==> src/pbs_pkg.sv <==
`timescale 1ns / 1ps

package pbs_pkg;

  localparam int unsigned JobIdW    = 7;
  localparam int unsigned BurstW    = 16;
  localparam int unsigned PrioW     = 8;
  localparam int unsigned TimeW     = 22;
  localparam int unsigned ElapsedW  = 23;
  localparam int unsigned TotalW    = 29;
  localparam int unsigned AvgW      = 30;
  localparam int unsigned FracW     = 8;
  localparam int unsigned DividendW = TotalW + FracW;
  localparam int unsigned StepW     = $clog2(DividendW + 1);

  typedef struct packed {
    logic [PrioW-1:0]  prio;
    logic [BurstW-1:0] burst;
    logic [JobIdW-1:0] id;
  } job_entry_t;

endpackage

==> src/pbs_div.sv <==
`timescale 1ns / 1ps

module pbs_div
  import pbs_pkg::*;
(
  input  logic                 clk_i,
  input  logic                 rst_ni,
  input  logic                 start_i,
  input  logic [JobIdW-1:0]    divisor_i,
  input  logic [DividendW-1:0] dvd_a_i,
  input  logic [DividendW-1:0] dvd_b_i,
  output logic                 done_o,
  output logic [AvgW-1:0]      quo_a_o,
  output logic [AvgW-1:0]      quo_b_o
);

  // Two restoring dividers share one divisor and one step counter.
  logic                 busy_q, busy_d;
  logic                 done_q, done_d;
  logic [StepW-1:0]     cnt_q, cnt_d;
  logic [JobIdW-1:0]    div_q, div_d;
  logic [DividendW-1:0] acc_q [2];
  logic [DividendW-1:0] acc_d [2];
  logic [JobIdW:0]      rem_q [2];
  logic [JobIdW:0]      rem_d [2];
  logic [DividendW-1:0] dvd_in [2];
  logic [JobIdW:0]      rem_sh [2];
  logic                 ge [2];

  assign dvd_in[0] = dvd_a_i;
  assign dvd_in[1] = dvd_b_i;

  always_comb begin
    busy_d = busy_q;
    cnt_d  = cnt_q;
    div_d  = div_q;
    done_d = 1'b0;
    for (int l = 0; l < 2; l++) begin
      rem_sh[l] = {rem_q[l][JobIdW-1:0], acc_q[l][DividendW-1]};
      ge[l]     = rem_sh[l] >= {1'b0, div_q};
      acc_d[l]  = acc_q[l];
      rem_d[l]  = rem_q[l];
    end
    if (start_i) begin
      busy_d = 1'b1;
      cnt_d  = '0;
      div_d  = divisor_i;
      for (int l = 0; l < 2; l++) begin
        acc_d[l] = dvd_in[l];
        rem_d[l] = '0;
      end
    end else if (busy_q) begin
      for (int l = 0; l < 2; l++) begin
        acc_d[l] = {acc_q[l][DividendW-2:0], ge[l]};
        rem_d[l] = ge[l] ? (rem_sh[l] - {1'b0, div_q}) : rem_sh[l];
      end
      cnt_d = cnt_q + 1'b1;
      if (cnt_q == StepW'(DividendW - 1)) begin
        busy_d = 1'b0;
        done_d = 1'b1;
      end
    end
  end

  always_ff @(posedge clk_i or negedge rst_ni) begin
    if (!rst_ni) begin
      busy_q <= 1'b0;
      done_q <= 1'b0;
      cnt_q  <= '0;
    end else begin
      busy_q <= busy_d;
      done_q <= done_d;
      cnt_q  <= cnt_d;
    end
  end

  always_ff @(posedge clk_i) begin
    div_q <= div_d;
    for (int l = 0; l < 2; l++) begin
      acc_q[l] <= acc_d[l];
      rem_q[l] <= rem_d[l];
    end
  end

  assign done_o  = done_q;
  assign quo_a_o = acc_q[0][AvgW-1:0];
  assign quo_b_o = acc_q[1][AvgW-1:0];

endmodule

==> src/priority_batch_scheduler_top.sv <==
`timescale 1ns / 1ps

// Jobs are loaded one per cycle while busy is low; the job marked last closes the batch
// and raises busy. The stored jobs, held in one job RAM, are then ordered by a selection
// sort that scans the RAM one entry per cycle; each pass i ends with two swap writes, and
// passes run for i = 0 to n - 2 for n jobs. Results follow at one per cycle through the
// RAM read port, except the final result, which waits for the bit-serial averaging
// divider. Each result is shown for one cycle with valid_o high and cannot be held off;
// busy falls in the cycle that shows the final result.

module priority_batch_scheduler_top
  import pbs_pkg::*;
#(
  parameter int unsigned MAX_JOBS = 32
) (
  input  logic              clk_i,
  input  logic              rst_ni,
  input  logic              start,
  output logic              busy,
  input  logic [BurstW-1:0] burst_time_i,
  input  logic [PrioW-1:0]  priority_req_i,
  input  logic              is_last_i,
  output logic              valid_o,
  output logic [JobIdW-1:0] job_id_o,
  output logic [BurstW-1:0] job_burst_o,
  output logic [TimeW-1:0]  wait_time_o,
  output logic [TimeW-1:0]  turnaround_time_o,
  output logic [TimeW-1:0]  completion_time_o,
  output logic [AvgW-1:0]   avg_wait_o,
  output logic [AvgW-1:0]   avg_turnaround_o,
  output logic              overflow_o,
  output logic              last_of_run_o
);

  localparam int unsigned CntW = $clog2(MAX_JOBS + 1);
  localparam int unsigned IdxW = (MAX_JOBS > 1) ? $clog2(MAX_JOBS) : 1;

  typedef enum logic [6:0] {
    S_LOAD   = 7'b0000001,
    S_SCAN   = 7'b0000010,
    S_SWAP_P = 7'b0000100,
    S_SWAP_I = 7'b0001000,
    S_EMIT   = 7'b0010000,
    S_DSTART = 7'b0100000,
    S_DWAIT  = 7'b1000000
  } state_e;

  state_e            state_q, state_d;
  logic [CntW-1:0]   count_q, count_d;
  logic              dropped_q, dropped_d;
  logic [CntW-1:0]   i_q, i_d;
  logic [CntW-1:0]   k_q, k_d;
  logic              rd_vld_q, rd_vld_d;
  logic [CntW-1:0]   rd_idx_q, rd_idx_d;
  logic [CntW-1:0]   pos_q, pos_d;
  job_entry_t        best_q, best_d;
  job_entry_t        ent_i_q, ent_i_d;
  logic [ElapsedW-1:0] elapsed_q, elapsed_d;
  logic [TotalW-1:0] wtot_q, wtot_d;
  logic [TotalW-1:0] ttot_q, ttot_d;
  logic              valid_q, valid_d;
  logic              last_q, last_d;
  logic [JobIdW-1:0] id_q, id_d;
  logic [BurstW-1:0] burst_q, burst_d;
  logic [TimeW-1:0]  wait_q, wait_d;
  logic [TimeW-1:0]  ta_q, ta_d;
  logic [AvgW-1:0]   avgw_q, avgw_d;
  logic [AvgW-1:0]   avgt_q, avgt_d;
  logic              ovf_q, ovf_d;

  job_entry_t        mem [MAX_JOBS];
  job_entry_t        rdata_q;
  logic              we;
  logic [IdxW-1:0]   waddr;
  job_entry_t        wdata;
  logic              re;

  logic              accept;
  logic              has_room;
  logic [CntW-1:0]   n_new;
  logic [CntW-1:0]   n_last;
  logic [CntW-1:0]   i_next;
  logic [ElapsedW-1:0] ta_sum;

  logic              div_start;
  logic              div_done;
  logic [AvgW-1:0]   quo_w;
  logic [AvgW-1:0]   quo_t;

  assign busy     = (state_q != S_LOAD);
  assign accept   = start && !busy;
  assign has_room = (count_q < CntW'(MAX_JOBS));
  assign n_new    = has_room ? (count_q + 1'b1) : count_q;
  assign n_last   = count_q - 1'b1;
  assign i_next   = i_q + 1'b1;
  assign re       = ((state_q == S_SCAN) || (state_q == S_EMIT)) && (k_q < count_q);
  assign ta_sum   = elapsed_q + ElapsedW'(rdata_q.burst);

  always_comb begin
    we    = 1'b0;
    waddr = count_q[IdxW-1:0];
    wdata = '{prio: priority_req_i, burst: burst_time_i, id: JobIdW'(count_q) + 1'b1};
    unique case (state_q)
      S_LOAD: begin
        we = accept && has_room;
      end
      S_SWAP_P: begin
        we    = 1'b1;
        waddr = pos_q[IdxW-1:0];
        wdata = ent_i_q;
      end
      S_SWAP_I: begin
        we    = 1'b1;
        waddr = i_q[IdxW-1:0];
        wdata = best_q;
      end
      default: begin
        we = 1'b0;
      end
    endcase
  end

  always_ff @(posedge clk_i) begin
    if (we) begin
      mem[waddr] <= wdata;
    end
    if (re) begin
      rdata_q <= mem[k_q[IdxW-1:0]];
    end
  end

  always_comb begin
    state_d   = state_q;
    count_d   = count_q;
    dropped_d = dropped_q;
    i_d       = i_q;
    k_d       = re ? (k_q + 1'b1) : k_q;
    rd_vld_d  = re;
    rd_idx_d  = k_q;
    pos_d     = pos_q;
    best_d    = best_q;
    ent_i_d   = ent_i_q;
    elapsed_d = elapsed_q;
    wtot_d    = wtot_q;
    ttot_d    = ttot_q;
    valid_d   = 1'b0;
    last_d    = 1'b0;
    id_d      = id_q;
    burst_d   = burst_q;
    wait_d    = wait_q;
    ta_d      = ta_q;
    avgw_d    = avgw_q;
    avgt_d    = avgt_q;
    ovf_d     = ovf_q;
    div_start = 1'b0;

    unique case (state_q)
      S_LOAD: begin
        if (accept) begin
          if (has_room) begin
            count_d = count_q + 1'b1;
          end else begin
            dropped_d = 1'b1;
          end
          if (is_last_i) begin
            i_d       = '0;
            k_d       = '0;
            elapsed_d = '0;
            wtot_d    = '0;
            ttot_d    = '0;
            state_d   = (n_new == CntW'(1)) ? S_EMIT : S_SCAN;
          end
        end
      end
      S_SCAN: begin
        if (rd_vld_q) begin
          if (rd_idx_q == i_q) begin
            best_d  = rdata_q;
            ent_i_d = rdata_q;
            pos_d   = i_q;
          end else if (rdata_q.prio > best_q.prio) begin
            best_d = rdata_q;
            pos_d  = rd_idx_q;
          end
          if (rd_idx_q == n_last) begin
            state_d = S_SWAP_P;
          end
        end
      end
      S_SWAP_P: begin
        state_d = S_SWAP_I;
      end
      S_SWAP_I: begin
        i_d = i_next;
        if (i_next == n_last) begin
          k_d     = '0;
          state_d = S_EMIT;
        end else begin
          k_d     = i_next;
          state_d = S_SCAN;
        end
      end
      S_EMIT: begin
        if (rd_vld_q) begin
          elapsed_d = ta_sum;
          wtot_d    = wtot_q + TotalW'(elapsed_q);
          ttot_d    = ttot_q + TotalW'(ta_sum);
          id_d      = rdata_q.id;
          burst_d   = rdata_q.burst;
          wait_d    = elapsed_q[TimeW-1:0];
          ta_d      = ta_sum[TimeW-1:0];
          avgw_d    = '0;
          avgt_d    = '0;
          ovf_d     = dropped_q;
          if (rd_idx_q == n_last) begin
            state_d = S_DSTART;
          end else begin
            valid_d = 1'b1;
          end
        end
      end
      S_DSTART: begin
        div_start = 1'b1;
        state_d   = S_DWAIT;
      end
      S_DWAIT: begin
        if (div_done) begin
          avgw_d    = quo_w;
          avgt_d    = quo_t;
          valid_d   = 1'b1;
          last_d    = 1'b1;
          count_d   = '0;
          dropped_d = 1'b0;
          elapsed_d = '0;
          wtot_d    = '0;
          ttot_d    = '0;
          state_d   = S_LOAD;
        end
      end
      default: begin
        state_d = S_LOAD;
      end
    endcase
  end

  always_ff @(posedge clk_i or negedge rst_ni) begin
    if (!rst_ni) begin
      state_q   <= S_LOAD;
      count_q   <= '0;
      dropped_q <= 1'b0;
      i_q       <= '0;
      k_q       <= '0;
      rd_vld_q  <= 1'b0;
      elapsed_q <= '0;
      wtot_q    <= '0;
      ttot_q    <= '0;
      valid_q   <= 1'b0;
      last_q    <= 1'b0;
    end else begin
      state_q   <= state_d;
      count_q   <= count_d;
      dropped_q <= dropped_d;
      i_q       <= i_d;
      k_q       <= k_d;
      rd_vld_q  <= rd_vld_d;
      elapsed_q <= elapsed_d;
      wtot_q    <= wtot_d;
      ttot_q    <= ttot_d;
      valid_q   <= valid_d;
      last_q    <= last_d;
    end
  end

  always_ff @(posedge clk_i) begin
    rd_idx_q <= rd_idx_d;
    pos_q    <= pos_d;
    best_q   <= best_d;
    ent_i_q  <= ent_i_d;
    id_q     <= id_d;
    burst_q  <= burst_d;
    wait_q   <= wait_d;
    ta_q     <= ta_d;
    avgw_q   <= avgw_d;
    avgt_q   <= avgt_d;
    ovf_q    <= ovf_d;
  end

  pbs_div u_div (
    .clk_i     (clk_i),
    .rst_ni    (rst_ni),
    .start_i   (div_start),
    .divisor_i (JobIdW'(count_q)),
    .dvd_a_i   ({wtot_q, FracW'(0)}),
    .dvd_b_i   ({ttot_q, FracW'(0)}),
    .done_o    (div_done),
    .quo_a_o   (quo_w),
    .quo_b_o   (quo_t)
  );

  assign valid_o           = valid_q;
  assign last_of_run_o     = last_q;
  assign job_id_o          = id_q;
  assign job_burst_o       = burst_q;
  assign wait_time_o       = wait_q;
  assign turnaround_time_o = ta_q;
  assign completion_time_o = ta_q;
  assign avg_wait_o        = avgw_q;
  assign avg_turnaround_o  = avgt_q;
  assign overflow_o        = ovf_q;

`ifndef ASSERT_OFF
  a_last_has_strobe: assert property (@(posedge clk_i) disable iff (!rst_ni)
    last_of_run_o |-> valid_o)
    else $error("last_of_run_o without a result transfer");

  a_avg_zero_mid: assert property (@(posedge clk_i) disable iff (!rst_ni)
    (valid_o && !last_of_run_o) |-> (avg_wait_o == '0 && avg_turnaround_o == '0))
    else $error("averages nonzero on a result that is not the last");

  a_idle_after_last: assert property (@(posedge clk_i) disable iff (!rst_ni)
    (valid_o && last_of_run_o) |-> !busy)
    else $error("block still busy on the final result");

  a_load_no_result: assert property (@(posedge clk_i) disable iff (!rst_ni)
    (start && !busy && !is_last_i) |=> !valid_o)
    else $error("result produced by a job that does not close the batch");
`endif

endmodule

==> config.mk <==
export PLATFORM = sky130hd
export DESIGN_NAME = priority_batch_scheduler_top
export DESIGN_NICKNAME = d
export VERILOG_FILES = /design/src/pbs_pkg.sv /design/src/pbs_div.sv /design/src/priority_batch_scheduler_top.sv
export SDC_FILE = /design/constraint.sdc
export NUM_CORES = 2
export LEC_CHECK = 0
export BUFFER_PORTS_ARGS = -buffer_cell sky130_fd_sc_hd__buf_2
export CORE_AREA = 4 4 333 335
export CTS_CLUSTER_SIZE = 24
export DETAILED_ROUTE_END_ITERATION = 8
export DIE_AREA = 0 0 337 339
export GPL_TIMING_DRIVEN = 1
export PLACE_DENSITY = 0.7
export RECOVER_POWER = 100
export SLEW_MARGIN = 20
export SYNTH_ARGS = -nofsm -noshare
export SYNTH_HDL_FRONTEND = slang
export SYNTH_SLANG_ARGS = --single-unit
==> constraint.sdc <==
create_clock -name clk_i -period 5.55 [get_ports clk_i]
set_input_delay 0.8325 -clock clk_i [delete_from_list [all_inputs] [get_ports clk_i]]
set_output_delay 0.8325 -clock clk_i [all_outputs]
set_load 0.01 [all_outputs]
Word-level counts from Yosys, hierarchy flattened
Memory sizes are Yosys's and may differ from the RTL's. A register that Yosys moved wholly into a read port is not among the register bits.
Index checks and enable logic that the tools add are counted.
- RAM bits: 1082
- bits in registers: 325
- bits of input ports: 28
- logic and storage cells: 163
- output and inout port bits: 153
- memories: 3
- $add $sub $neg: 11
- reductions and logical operators: 21
- $lt $le $gt $ge: 5
- muxes and demuxes: 72
- eq/ne operators: 21
- memories (name ; words ; bits a word ; read ports ; clocked after Yosys merged registers in ; write ports ; line ; RTL):
    mem ; 32 ; 31 ; 1 ; 1 ; 1 ; priority_batch_scheduler_top.sv:71 ; job_entry_t mem [MAX_JOBS];
    u_div.acc_q ; 2 ; 37 ; 2 ; 0 ; 2 ; pbs_div.sv:22 ; logic [DividendW-1:0] acc_q [2];
    u_div.rem_q ; 2 ; 8 ; 2 ; 0 ; 2 ; pbs_div.sv:24 ; logic [JobIdW:0] rem_q [2];
- operator list (cell ; count):
    case mux 29 bit (3 select lines) ; 2
    two-way mux 74 bit ; 2
    two-way mux 29 bit ; 5
    case mux 30 bit (2 select lines) ; 2
    two-way mux 23 bit ; 4
    two-way mux 30 bit ; 3
    case mux 23 bit (3 select lines) ; 1
    two-way mux 6 bit ; 11
    two-way mux 31 bit ; 2
    case mux 31 bit (2 select lines) ; 1
    adder 29 x 23 -> 29 bit ; 2
    two-way mux 7 bit ; 7
    case mux 7 bit (7 select lines) ; 1
    case mux 6 bit (2 select lines) ; 3
    two-way mux 16 bit ; 2
    adder 6 x 1 -> 6 bit (second input constant) ; 4
    adder 23 x 16 -> 23 bit ; 1
    two-way mux 5 bit ; 4
    == test 6 bit ; 3
    >= comparator 8 x 6 -> 1 bit ; 2
    two-way mux 1 bit ; 16
    two-way mux 8 bit ; 2
    subtractor 8 x 6 -> 8 bit ; 2
    AND reduction 3 bit ; 5
    29 further kinds ; 43

Logic depth before layout (Yosys ltp)
- depth in word-level cells: 7
- depth in mapped cells: 19
- mapped depth without buffers: 19

Modules after synthesis
From an unflattened synthesis, not the netlist that was laid out.
- cells, all modules: 3402
- area total of the unflattened synthesis: 60249.0 um^2
- by module, submodules not included (module ; area an instance (um^2) ; times used ; seq. area each (um^2) ; cells each):
    priority_batch_scheduler_top ; 54512.3 ; 1 ; 39449.1 ; 2939
    pbs_div ; 5736.8 ; 1 ; 2912.8 ; 463

Worst setup path before layout
OpenSTA, ideal clock, no wires.
- path kind: register -> register
- from: reg elapsed_q[0]
- to: reg ttot_q[25]
- data arrival time: 4003 ps
- setup time: 129 ps
- path buffers: 0
- clock period less this slack: 4132 ps
- stages on the path, launching flop included: 19
- data required time: 5421 ps
- setup slack: 1418 ps
- cells stage by stage: dfrtp_1 ha_1 inv_1 fa_1 nor2b_1 o31ai_2 a211oi_2 o21ai_1 a311oi_2 nand2_1 xnor2_1 ha_1 a2111oi_0 o21ai_0 o211a_1 o41ai_1 o21a_1 or4_1 nand3_1
- longest elaborated chain between the ends: 4
- RTL lines (element ; line ; RTL):
    start: declaration ; priority_batch_scheduler_top.sv:58 ; logic [ElapsedW-1:0] elapsed_q, elapsed_d;
    start signal: assignment ; priority_batch_scheduler_top.sv:266 ; elapsed_q <= elapsed_d;
    adder 23 x 16 -> 23 bit ; priority_batch_scheduler_top.sv:97 ; assign ta_sum = elapsed_q + ElapsedW'(rdata_q.burst);
    via ta_sum[18] ; priority_batch_scheduler_top.sv:83 ; logic [ElapsedW-1:0] ta_sum;
    adder 29 x 23 -> 29 bit ; priority_batch_scheduler_top.sv:207 ; ttot_d = ttot_q + TotalW'(ta_sum);
    two-way mux 29 bit ; priority_batch_scheduler_top.sv:204 ; if (rd_vld_q) begin
    case mux 29 bit (3 select lines) ; priority_batch_scheduler_top.sv:157 ; unique case (state_q)
    end signal: assignment ; priority_batch_scheduler_top.sv:268 ; ttot_q <= ttot_d;
    end: declaration ; priority_batch_scheduler_top.sv:60 ; logic [TotalW-1:0] ttot_q, ttot_d;
The timed path passes the listed nets, and every way through them passes these cells. The select of a mux whose other input is x is not followed.
A chain may end at the register's enable or synchronous reset.

Final worst setup path
- from: reg state_q[4]
- to: mem mem[12][16] in the netlist's numbering, enable pin
- longest elaborated chain between the ends: 7
- elaborated cells on any way between the ends: 12
- classes of those cells: eq/ne (4); mux (4); reduce/logical (4)
- RTL lines (element ; line ; RTL):
    start: declaration ; priority_batch_scheduler_top.sv:48 ; state_e state_q, state_d;
    start signal: assignment ; priority_batch_scheduler_top.sv:260 ; state_q <= state_d;
    inequality test 7 x 1 -> 1 bit ; priority_batch_scheduler_top.sv:90 ; assign busy = (state_q != S_LOAD);
    logical NOT 1 bit ; priority_batch_scheduler_top.sv:91 ; assign accept = start && !busy;
    logical AND 1 bit ; priority_batch_scheduler_top.sv:91 ;
    logical AND 1 bit ; priority_batch_scheduler_top.sv:105 ; we = accept && has_room;
    case mux 1 bit (2 select lines) ; priority_batch_scheduler_top.sv:103 ; unique case (state_q)
    two-way mux 1 bit ; priority_batch_scheduler_top.sv:124 ; if (we) begin
    two-way mux 1 bit (not written as such) ; priority_batch_scheduler_top.sv:125 ; mem[waddr] <= wdata;
    end: declaration ; priority_batch_scheduler_top.sv:71 ;
Parallel ways exist; a longest one is shown, timed or not.

==> metrics.txt <==
Flop pwr share 0.470; final setup TNS 0 ns; mean post-synth cell area 17.54 um2; post-synthesis sequential area ratio 0.7135; ant diodes 0; Post-Syn Area just under 60000 um2; Worst slew margin -1.220; most common cell after layout, fill and taps aside edfxtp_1; CTS tree yes; Sw Share 0.2822; Post-Route Skew 0.02425 ns; fill count 7915; Post-synth EDFFs 1282; Max VDD drop ~0.27 mV; syn nets 3497; Port Buffers 180; maximum fanout along the worst path 27; wire per inst approximately 27 um; transition time at the pin with the least slew margin approximately 3.3 ns; Total Die Area 114200 um2; Util after Layout 0.6078; Vias per Instance 6.139; Crit. End Element register; Rows 121; most frequent cells in the layout 1282 x edfxtp_1, 310 x mux4_2, 303 x nand2_1; largest net degree at the start of global routing between 100 and 150; Post-DP HPWL 81.72 mm; drt pass-1 iters 5; reg-to-reg startpoint state_q[4]; Die Y about 340 um; Pwr per Cell Area 438.8 nW/um2; Sink Count 1436; IO Pins 181; H-tree Lvls 4; post-synth cell types slightly above 80; Post-synth top flop edfxtp_1; Clock Tree Root clkbuf_16; CP required 5.91 ns; Nets 3716; DR iter-0 viols 3694; share of the synthesized area in the top cell type 0.6513; CP Data Arrival Time 5.44 ns; CTS buffer count 147; CORE AREA 108100 um2; ys async rst share 0.08217; final wirelength 138.6 mm; post-route insts no fill approximately 5100; Ys Warns 0; initial antenna violation count 0; Comb power frac 0.215; Initial Utilization 0.5468; Clock transition at path regs approximately 0.060 ns; Switch Pwr just over 8000 uW; Worst setup SP type register; internal power 20690 uW; Post-DRT Antenna Nets 0; Clk pwr share 0.316; dpl cells 4853; Hold Crit Start k_q[5]; Tot GR Track Use 0.2457; first-pass GRT wire length 205.9 mm; overall die width 337 um; Lkg Pwr 0.02224 uW; Routability Congestion 0.9002; layout cells sized above 1 0.1751; final hold viol count 0; largest area contributor in the netlist edfxtp_1; violated checks max-capacitance violations, max-slew violations; Yosys reg bits 1436; Max Cap Viol 20; post-CTS sizing 0; RSZ-0062 raised after global routing false; Slew Limit Fails 690; area growth from synthesis to layout 11.15%; Fmax achieved 197.1 MHz; vias about 31000; final critical-path required period between 5 and 6 ns; Final Setup Violations 0; fin crit share 0.9141; CP Class register to register; clock buffer depth 3; worst hold path class register to register; outcome complete, but fails checks; CP startpoint state_q[4]; Post-Syn Instances about 3400; worst-skew pair later-pin latency 0.75 ns; DRC 0; residual overflow from global routing 0; Synth area leaders edfxtp_1 65%, mux4_2 12%, dfrtp_1 5.0%; vias in the first global route 31060
==> layer usage <==
metal,vias up,GRT usage,part of all wire
li1,13760,-,-
met1,16120,0.3500,0.40
met2,1302,0.3900,0.49
met3,224,0.04619,0.082
met4,0,0.07809,0.030
met5,-,0,0
==> metrics by stage <==
| stage | setup WS, ns | hold WS (ns) | area [um2] | total power (uW) |
|---|---|---|---|---|
| floorplan | 1.418 | 0.3684 | 59110 | 18170 |
| global placement | 0.7732 | 0.4325 | 62070 | 20000 |
| detailed placement | 0.6503 | 0.4255 | 62080 | 20100 |
| CTS | 0.6386 | 0.4241 | 66490 | 29170 |
| global route | 0.08154 | 0.4595 | 65700 | 30090 |
| finish | 0.4767 | 0.4442 | 65700 | 28820 |
==> Yosys cell counts, types with 33 or more instances <==
cell type,instances
a21oi_1,86
and2_1,65
buf_2,33
buf_4,34
clkbuf_1,83
dfrtp_1,117
dfxtp_1,36
edfxtp_1,1282
ha_1,94
inv_1,57
mux4_2,310
nand2_1,307
nand3_1,92
nor2_1,125
o21ai_0,57
o21ai_1,40
xnor2_1,52
xor2_1,50
==> worst max-delay path, cell delays in order (launching register included) <==
cell and delay, ns:
dfrtp_1 0.45, nor3_1 0.33, nand2_1 0.51, nor3b_1 0.47, nor2_2 0.33, o21ai_0 0.25
nor2b_1 0.25, nand2b_1 0.36, nor2_1 0.96, clkbuf_4 0.74
==> final cells by class <==
cell class	instances	area [um2]	share of cell area
timing repair buffer	255	1272	0.01937
tap	1414	1769	0.02693
multi-input combinational	1689	15860	0.2413
clock inverter	73	490.5	0.007466
inverter	60	225.2	0.003428
clock buffer	188	3906	0.05946
sequential	1436	42180	0.6420
==> sequential cells by signal, indices dropped and copies added (netlist names), 7 cells and up <==
register	cells
avg_turnaround_o	30
avg_wait_o	30
best_q	31
completion_time_o	22
elapsed_q	23
ent_i_q	31
job_burst_o	16
job_id_o	7
mem	992
rdata_q	31
state_q	7
ttot_q	29
u_div.acc_q	74
u_div.rem_q	14
wait_time_o	22
wtot_q	29
==> kinds of logic after synthesis <==
logic type / Yosys count / synth area share
AOI/OAI and AO/OA: 412 / 0.04651
xor gates and xnor gates: 102 / 0.01511
adders and majority gates: 99 / 0.02159
buffers and inverters: 245 / 0.01895
DFF: 1436 / 0.7135
muxes: 369 / 0.1288
and+or+nand+nor: 707 / 0.05557
==> what timing repair did <==
action / 4_1_cts / 5_1_grt
hold endpoints to repair: 21 / 0
hold buffers: 1 / 0
setup buffers: 0 / 0
==> worst paths after layout <==
check	end	depth (start not counted)	slack, ns
hold reg to reg	rd_idx_q[5]	0	0.44
hold / removal	rd_idx_q[5]	0	0.44
min in group asynchronous	last_of_run_o	2	0.99
max in group asynchronous	elapsed_q[0]	3	1.25
setup / recovery	mem[12][16]	9	0.48
setup reg to reg	mem[12][16]	9	0.48
==> power by group through the flow <==
stage | clock (uW) | sequential [uW] | combinational, uW
floorplan | 0 | 13300 | 4840
global placement | 0 | 13700 | 6260
detailed placement | 0 | 13800 | 6330
CTS | 9250 | 13500 | 6370
global route | 9760 | 13600 | 6710
finish | 9100 | 13500 | 6190
No activity file was read; power rests on OpenSTA's default activity.
